`src/hw/rtl/mscd_pkg.sv`:
```
// Shared types, constants and helpers for the stick cutting cost engine.
package mscd_pkg;

  localparam int COST_W = 16;
  localparam logic [COST_W-1:0] COST_MAX = '1;

  typedef enum logic [2:0] {
    S_LOAD,
    S_IVL,
    S_SCAN,
    S_DRAIN,
    S_DONE
  } state_t;

  typedef struct packed {
    logic en;
    logic diag_a;
    logic diag_b;
  } cost_rd_t;

  function automatic logic [COST_W-1:0] sat_add(input logic [COST_W-1:0] a,
                                                input logic [COST_W-1:0] b);
    logic [COST_W:0] s;
    s = {1'b0, a} + {1'b0, b};
    return s[COST_W] ? COST_MAX : s[COST_W-1:0];
  endfunction

  function automatic logic [COST_W-1:0] min_cost(input logic [COST_W-1:0] a,
                                                 input logic [COST_W-1:0] b);
    return (b < a) ? b : a;
  endfunction

endpackage

```
`src/hw/rtl/mscd_pos_store.sv`:
```
// Cut position memory with two registered read ports and piece length output.
module mscd_pos_store #(
  parameter int MAX_SEGMENTS  = 64,
  parameter int POSITION_BITS = 10
) (
  input  logic                                 clk,
  input  logic                                 wr_en,
  input  logic [$clog2(MAX_SEGMENTS)-1:0]      wr_addr,
  input  logic [POSITION_BITS-1:0]             wr_data,
  input  logic                                 rd_en,
  input  logic [$clog2(MAX_SEGMENTS)-1:0]      rd_lo,
  input  logic [$clog2(MAX_SEGMENTS)-1:0]      rd_hi,
  output logic [mscd_pkg::COST_W-1:0]          piece_len
);

  localparam int IW = $clog2(MAX_SEGMENTS);

  logic [POSITION_BITS-1:0] mem [MAX_SEGMENTS];
  logic [POSITION_BITS-1:0] left_r;
  logic [POSITION_BITS-1:0] right_r;
  logic                     left_zero_r;
  logic [POSITION_BITS-1:0] left_val;
  logic [POSITION_BITS-1:0] diff;
  logic [32:0]              diff_ext;

  always_ff @(posedge clk) begin
    if (wr_en) begin
      mem[wr_addr] <= wr_data;
    end
    if (rd_en) begin
      left_r      <= mem[rd_lo - IW'(1)];
      right_r     <= mem[rd_hi];
      left_zero_r <= (rd_lo == '0);
    end
  end

  always_comb begin
    left_val  = left_zero_r ? '0 : left_r;
    diff      = (right_r >= left_val) ? (right_r - left_val) : '0;
    diff_ext  = 33'(diff);
    piece_len = (diff_ext > 33'(mscd_pkg::COST_MAX)) ? mscd_pkg::COST_MAX
                                                     : diff_ext[mscd_pkg::COST_W-1:0];
  end

endmodule

```
`config.mk`:
```
export PLATFORM = sky130hd
export DESIGN_NAME = mscd_pos_store
export DESIGN_NICKNAME = d
export VERILOG_FILES = /design/src/hw/rtl/mscd_pkg.sv /design/src/hw/rtl/mscd_pos_store.sv
export SDC_FILE = /design/constraint.sdc
export NUM_CORES = 1
export LEC_CHECK = 0
export BUFFER_PORTS_ARGS = -buffer_cell sky130_fd_sc_hd__buf_4
export CAP_MARGIN = 5
export CORE_MARGIN = 2
export CORE_UTILIZATION = 34
export CTS_BUF_LIST = sky130_fd_sc_hd__clkbuf_8 sky130_fd_sc_hd__clkbuf_16
export DETAILED_ROUTE_END_ITERATION = 8
export GPL_TIMING_DRIVEN = 0
export PLACE_DENSITY = 0.49
export SKIP_CTS_REPAIR_TIMING = 1
export SLEW_MARGIN = 10
export SYNTH_ARGS = -nofsm -noshare
export SYNTH_HDL_FRONTEND = slang
export SYNTH_SLANG_ARGS = --single-unit
```
`constraint.sdc`:
```
create_clock -name clk -period 3.98 [get_ports clk]
set_input_delay 0.398 -clock clk [delete_from_list [all_inputs] [get_ports clk]]
set_output_delay 0.398 -clock clk [all_outputs]
set_load 0.005 [all_outputs]
```
Yosys cells after proc, flatten, opt, wreduce, memory -nomap -nowiden

Memory sizes are Yosys's and may differ from the RTL's. A register that Yosys moved wholly into a read port is not among the register bits.
Index checks and enable logic that the tools add are counted.

Reductions and logical operators: 1
Add/sub/neg operators: 2
Order comparisons: 1
Mux-type cells: 4

Operators with widths:

| cell                                              | number |
|---|---|
| two-way mux 10 bit                                | 2 |
| greater-or-equal comparator 10 bit                | 1 |
| subtractor 10 bit                                 | 1 |
| logical NOT 6 bit                                 | 1 |
| subtractor 6 x 1 -> 6 bit (second input constant) | 1 |
| two-way mux 1 bit                                 | 2 |

Logic and storage cells: 10
Memory bits (writable): 640
Flip-flop bits (word level): 1
Memories: 1

Memories:

| memory | words | width | read ports | clocked after memory_dff | write ports | RTL line             | text |
|---|---|---|---|---|---|---|---|
| mem    | 64    | 10    | 2          | 2                        | 1           | mscd_pos_store.sv:18 | `logic [POSITION_BITS-1:0] mem [MAX_SEGMENTS];` |

Logic depth before layout (Yosys ltp)

Gate-level depths: netlist (run 1).

Depth after elaboration: 3
Mapped depth: 13
Depth with buffers taken out: 10

Worst setup path before layout (run 1)

OpenSTA, ideal clock, no wires.

Path type: input to register
From: in rd_lo[0]
To: reg left_r[6], read port of mem, data pin
Stages on the path: 13
Arrival time: 2,900 ps
Library setup time: 265 ps
Slack: 815 ps
Path buffers: 6
Cell sequence: buf_2 -> buf_2 -> inv_1 -> ha_1 -> buf_2 -> buf_4 -> clkbuf_1 -> clkbuf_1 -> mux4_2 -> nand2_1 -> nand2_1 -> o211ai_1 -> nand3_1

Longest elaborated chain between the ends: 1

Ends and longest elaborated chain:

| element                   | RTL line             | text |
|---|---|---|
| start: declaration        | mscd_pos_store.sv:11 | `input logic [$clog2(MAX_SEGMENTS)-1:0] rd_lo,` |
| subtractor 6 x 1 -> 6 bit | mscd_pos_store.sv:31 | `left_r <= mem[rd_lo - IW'(1)];` |
| end: declaration          | mscd_pos_store.sv:19 | `logic [POSITION_BITS-1:0] left_r;` |

Every way passes these cells.
A chain may end at the register's enable or synchronous reset.

Worst setup path in the final report (run 1)

From: in rd_lo[0]
To: reg left_r[4], read port of mem, data pin

The elaborated chain is that of the path after synthesis.

==> results of run 1 <==
[cells in the mapped netlist (all sizes together)]
library cell / n / area (sq um)
nand4b: 1 / 8.76
a21boi: 2 / 15.0
or3b: 1 / 8.76
edfxtp: 661 / 19800
ha: 12 / 150
conb: 1 / 3.75
nor3: 11 / 60.1
nand2: 115 / 432
clkbuf: 55 / 206
nand3: 33 / 165
a21o: 3 / 22.5
xor2: 4 / 42.6
a311oi: 2 / 17.5
or4: 1 / 7.51
o21ai: 18 / 90.1
mux4: 360 / 8110
a21oi: 13 / 65.1
nor2b: 15 / 93.8
nor2: 73 / 274
and3b: 1 / 8.76
a211oi: 10 / 80.1
a221oi: 18 / 158
mux2: 4 / 45.0
a31oi: 2 / 12.5
o22ai: 1 / 6.26
buf: 67 / 409
nand2b: 14 / 87.6
o21bai: 1 / 7.51
nand4: 4 / 25.0
o31ai: 1 / 7.51
and2: 4 / 25.0
o21a: 1 / 7.51
inv: 7 / 26.3
or3: 2 / 12.5
nand3b: 2 / 15.0
mux2i: 47 / 470
o211ai: 18 / 135
xnor2: 7 / 61.3
fa: 1 / 20.0
[power by group through the flow]
stage	clock network (mW)	registers, mW	logic, mW
2_1_floorplan	0	7.91	1.06
3_3_place_gp	0	7.92	1.88
3_5_place_dp	0	7.92	1.89
4_1_cts	7.03	7.78	1.90
5_1_grt	7.30	7.78	2.01
6_report	6.96	7.78	1.92
[cells by family (layout without fill, tap and decap cells)]
| logic type | Yosys count | in the layout | share of synthesized area [%] |
|---|---|---|---|
| flops | 661 | 661 | 63.5 |
| mux | 411 | 411 | 27.6 |
| simple gates | 277 | 277 | 3.92 |
| buf+inv | 129 | 297 | 2.05 |
| compound gates | 90 | 90 | 2.00 |
| fa+ha+maj | 13 | 13 | 0.545 |
| xor+xnor | 11 | 11 | 0.332 |
| other cells | 1 | 6 | 0.0120 |
[layer usage]
layer / track usage, % / wire [microns] / vias up
met5: 0 / 21 / -
met4: 7.57 / 3360 / 4
met3: 4.54 / 8310 / 163
met2: 34.0 / 47700 / 924
met1: 31.3 / 44500 / 9730
li1: - / - / 7014
[worst max-delay path: stages]
cell             delay [ns]
buf_2                  0.24
clkbuf_4               0.35
inv_1                  0.20
ha_1                   0.32
buf_2                  0.17
clkdlybuf4s15_1        0.85
mux4_2                 0.37
mux2i_1                0.07
a221oi_1               0.79
o211ai_1               0.20
nand3_1                0.26
[final cells by class]
class	instances	area, sq um	share of cell area, %
flip-flops and latches	661	19800	55.9
multi-input cells	808	10800	30.5
clock buffers	80	2000	5.63
well taps	1186	1480	4.18
plain buffers	122	642	1.81
clock inverters	56	448	1.26
repair buffers	32	240	0.676
inverters	7	26.3	0.0740
[metrics by stage]
step	instance area, sq um	power, mW	utilization, %	hold WS [ns]	cells
CTS	35400	16.7	38.8	0.139	2951
floorplan	31300	8.97	-	0.497	1598
global placement	33000	9.80	36.1	0.811	2813
global route	35500	17.1	38.9	0.167	2952
finish	35500	16.7	38.9	0.173	2952
detailed placement	33000	9.81	36.1	0.816	2815
[state kept, by name, summed over array words and instances, names as in the netlist]
name	flops
left_zero_r	1
mem	640
right_r	10
left_r	10
[path summary, 6_finish.rpt]
path	startpoint	endpoint	slack, ns	depth (start not counted)
hold reg to reg	mem[41][8]$_DFFE_PP_	left_r[8]$_DFFE_PP_	1.06	5
hold / removal	rd_en	right_r[1]$_DFFE_PP_	0.17	1
setup reg to reg	mem[3][1]$_DFFE_PP_	right_r[1]$_DFFE_PP_	1.58	5
setup / recovery	rd_lo[0]	left_r[4]$_DFFE_PP_	0.15	11
==> flow_summary_export.csv, run 1 <==
group,metric,value,unit
sta,fin_tns_setup,0,ns
critical_path,cp-end-kind,"flip-flop",
min_path,hold_path_class,"in -> reg",
cts,root_buffer,"clkbuf_16",
synthesis,synthCells,1593,
cts,cts_made_buffers,78,
power_and_ir_drop,intPower,12.5,mW
final_layout,final_cell_mix,"edfxtp_1, mux4_2, nand2_1",
route,ant_nets,0,
synthesis,yosysSeqAreaShare,63.5,%
power_and_ir_drop,p_sw,4.11,mW
global_route,grt_pass1_wl,143000,microns
power_and_ir_drop,ir_worst_vdd,0.275,mV
sta,skew,0.0240,ns
final_layout,fin_nets,1754,
status,outcome,"completed",
floorplan,dieArea,94300,sq um
sta,finalHoldViolCount,0,
sta,setup_viol,0,
floorplan,core,91400,sq um
floorplan,die_w,307,microns
critical_path,cp_max_fo,10,
power_and_ir_drop,pwr-share-clk,41.8,%
cts,cts_max_level,3,
power_and_ir_drop,p_seq_share,46.7,%
sta,slew_headroom,10.3,%
power_and_ir_drop,combPwrFrac,11.6,%
final_layout,fillers,8233,
floorplan,initial_utilization,34.2,%
cts,cts_tree,"yes",
cts,insertion_delay,0.63,ns
cts,clock_path_buffers,3,
critical_path,cp-start-kind,"primary input",
final_layout,syn_to_final_growth,13.7,%
floorplan,die_h,307,microns
critical_path,worst-setup-path-type,"in -> reg",
critical_path,arrival,4.27,ns
final_layout,final_common_cell,"edfxtp_1",
floorplan,io_pins,47,
synthesis,syn_area_per_cell,19.6,sq um
power_and_ir_drop,power_density,469,nW/um^2
sta,fin_crit,3.83,ns
sta,finalCritPeriodShare,96.3,%
global_route,grtUsageTotal,22.1,%
route,drc,0,
global_route,grt_max_degree,65,
job,cap_violations,0,
placement,pre_cts_slack,-1.23,ns
power_and_ir_drop,leakagePower,11.2,nW
sta,timing.fmax,261,MHz
synthesis,yosys_warnings,0,
synthesis,synth_seq_cells,661,
route,dr.pass1.iters,6,
sta,worst_slack,0.147,ns
global_route,grt_overflow,0,
power_and_ir_drop,switching_share,24.7,%
route,routed_wl,104000,microns
placement,finalWeightedCongestion,1.02,
sta,finalMaxSlewViolations,0,
route,initialDrtViolationCount,2407,
route,viasPerCell,6.04,
final_layout,drive_gt1_share,33.8,%
route,vias,17835,
synthesis,syn_area,31200,sq um
placement,numPortBuffers,29,
sta,rsz0062_at_grt,"false",
critical_path,worstPathRequired,4.42,ns
global_route,antenna_found_initial,3,
final_layout,n_antenna_cell,0,
route,wire_per_inst,35.2,microns
sta,tightest_slew,1.35,ns
global_route,grt_pass1_vias,17686,
floorplan,rows,111,
placement,post-dp-hpwl,72600,microns
cts,cts_sinks,661,
synthesis,ys_types,46,
cts,cts.reportedPaths.clkPinSlew,0.06,ns
Power figures use the tool's default switching activity.
==> run 2, diff against run 1 <==
--- a/config.mk
+++ b/config.mk
@@ -8,11 +8,11 @@
 export BUFFER_PORTS_ARGS = -buffer_cell sky130_fd_sc_hd__buf_4
 export CAP_MARGIN = 5
 export CORE_MARGIN = 2
-export CORE_UTILIZATION = 34
+export CORE_UTILIZATION = 50
 export CTS_BUF_LIST = sky130_fd_sc_hd__clkbuf_8 sky130_fd_sc_hd__clkbuf_16
 export DETAILED_ROUTE_END_ITERATION = 8
 export GPL_TIMING_DRIVEN = 0
-export PLACE_DENSITY = 0.49
+export PLACE_DENSITY = 0.67
 export SKIP_CTS_REPAIR_TIMING = 1
 export SLEW_MARGIN = 10
 export SYNTH_ARGS = -nofsm -noshare
==> run 2 against run 1 <==
  * Global-route usage increased by 7.4 points
  * Utilization increased by 17 points
  * Clock-buffer cell count decreased by 7
  * Die area decreased by 32%
  * Sequential power about the same
  * Critical path type unchanged
  * Critical endpoint is now left_r[7]$_DFFE_PP_
  * Largest power group unchanged
==> flow_summary_export.csv, run 2 (synthesis results as in run 1) <==
group,metric,value,unit
route,initialDrtViolationCount,2966,
final_layout,syn_to_final_growth,11.4,%
power_and_ir_drop,pwr-share-clk,38.9,%
final_layout,largest_reg_flops,640,
sta,finalHoldViolCount,0,
critical_path,r2r_end,"right_r[1]$_DFFE_PP_",
final_layout,fillers,4710,
route,routed_wl,92800,microns
min_path,hold_depth,1,
final_layout,fin_nets,1746,
power_and_ir_drop,p_sw,3.81,mW
cts,cts.reportedPaths.clkPinSlew,0.06,ns
power_and_ir_drop,switching_share,24.2,%
final_layout,reg_top3,"mem: 640 flops, left_r: 10 flops, right_r: 10 flops",
min_path,hold_path_class,"in -> reg",
final_layout,drive_gt1_share,33.1,%
route,wire_per_inst,35.9,microns
critical_path,cp_max_fo,10,
sta,skew,0.0231,ns
route,viasPerCell,7.02,
power_and_ir_drop,combPwrFrac,11.8,%
power_and_ir_drop,ir_worst_vdd,0.497,mV
sta,setup_viol,0,
job,cap_violations,0,
power_and_ir_drop,power_density,453,nW/um^2
floorplan,io_pins,47,
global_route,grt_pass1_vias,17794,
power_and_ir_drop,p_seq_share,49.3,%
cts,cts_made_buffers,70,
sta,slew_headroom,13.2,%
final_layout,layout.core_utilization,56.4,%
sta,rsz0062_at_grt,"false",
global_route,grt_pass1_wl,130000,microns
cts,clock_path_buffers,3,
route,dr.pass1.iters,5,
critical_path,worst-setup-path-type,"in -> reg",
placement,pre_cts_slack,-1.02,ns
power_and_ir_drop,leakagePower,11.1,nW
sta,timing.fmax,261,MHz
sta,worst_slack,0.144,ns
placement,finalWeightedCongestion,0.921,
critical_path,worstPathRequired,4.45,ns
power_and_ir_drop,intPower,12.0,mW
floorplan,initial_utilization,50.6,%
floorplan,die_h,254,microns
final_layout,final_common_cell,"edfxtp_1",
placement,numPortBuffers,29,
min_path,whs_endpoint,"right_r[8]$_DFFE_PP_",
global_route,grt_overflow,0,
floorplan,dieArea,64500,sq um
min_path,hp-start,"rd_en",
sta,finalMaxSlewViolations,0,
critical_path,reg2reg_from,"mem[3][1]$_DFFE_PP_",
final_layout,top_register,"mem",
critical_path,cp-start-kind,"primary input",
sta,finalCritPeriodShare,96.4,%
sta,fin_tns_setup,0,ns
critical_path,arrival,4.30,ns
final_layout,final_cell_mix,"edfxtp_1, mux4_2, nand2_1",
cts,root_buffer,"clkbuf_16",
cts,cts_tree,"yes",
cts,insertion_delay,0.61,ns
critical_path,r2r_slack,1.38,ns
floorplan,rows,91,
floorplan,core,61700,sq um
global_route,grt_max_degree,65,
cts,cts_sinks,661,
global_route,antenna_found_initial,5,
global_route,grtUsageTotal,29.4,%
route,drc,0,
sta,tightest_slew,1.29,ns
critical_path,r2r_cells,5,
sta,fin_crit,3.84,ns
floorplan,die_w,254,microns
critical_path,cp-end-kind,"flip-flop",
route,ant_nets,0,
cts,cts_max_level,3,
status,outcome,"completed",
route,vias,18157,
placement,post-dp-hpwl,63500,microns
## run 2: cell types whose count changed in the layout (fill, tap and decap cells not counted), sizes merged
| cell | change |
|---|---|
| clkbuf | -8 |
| clkinv | +5 |
| inv | -12 |
| clkinvlp | +1 |
| clkdlybuf4s15 | +1 |
| bufinv | -4 |
| diode | +1 |
## run 2: worst max path at each step
stage	to	startpoint	slack [ns]	cells after the start
5_1_grt	left_r[8]$_DFFE_PP_	rd_lo[0]	0.01	11
2_1_floorplan	left_r[6]$_DFFE_PP_	rd_lo[0]	0.81	13
6_report	left_r[7]$_DFFE_PP_	rd_lo[0]	0.14	12
4_1_cts	left_r[1]$_DFFE_PP_	rd_lo[0]	-0.39	13
3_5_place_dp	left_r[1]$_DFFE_PP_	rd_lo[0]	-1.02	13
3_3_place_gp	left_r[1]$_DFFE_PP_	rd_lo[0]	-0.96	13
## run 2: layout make-up
type	instances	area, sq um	area share, %
timing repair buffer	32	248	0.712
clock inverter	46	277	0.795
multi-input combinational	808	10900	31.3
antenna	1	2.50	0.00719
sequential	661	19800	57.1
inverter	7	26.3	0.0755
clock buffer	73	1830	5.25
buffer	122	641	1.84
tap	837	1050	3.01
## run 2: metrics by stage
| stage | hold WS, ns | power (mW) | instance area, sq um | cells |
|---|---|---|---|---|
| after floorplan | 0.497 | 8.97 | 31300 | 1598 |
| after global placement | 0.799 | 9.69 | 32500 | 2464 |
| after detailed placement | 0.802 | 9.71 | 32600 | 2466 |
| after CTS | 0.161 | 15.7 | 34700 | 2585 |
| after global routing | 0.186 | 16.2 | 34800 | 2587 |
| final | 0.174 | 15.8 | 34800 | 2587 |
## run 2: critical path, cell delays in order
cell and delay, ns:
buf_2 0.20, buf_2 0.38, inv_1 0.25, ha_1 0.33, buf_2 0.17, buf_4 0.24
clkdlybuf4s15_1 0.65, mux4_2 0.33, mux2i_1 0.15, a221oi_1 0.82, o211ai_1 0.20, nand3_1 0.17
## run 2: routing by layer
layer | global-route usage, % | routed length, microns
met5 | 0 | 32
met4 | 11.8 | 4260
met3 | 8.02 | 11600
met2 | 44.7 | 42600
met1 | 40.9 | 34300
## run 2: power groups by stage
| stage | clock (mW) | combinational [mW] | sequential, mW |
|---|---|---|---|
| 2_1_floorplan | 0 | 1.06 | 7.91 |
| 3_3_place_gp | 0 | 1.78 | 7.91 |
| 3_5_place_dp | 0 | 1.79 | 7.92 |
| 4_1_cts | 6.16 | 1.80 | 7.77 |
| 5_1_grt | 6.45 | 1.93 | 7.78 |
| 6_report | 6.13 | 1.86 | 7.77 |
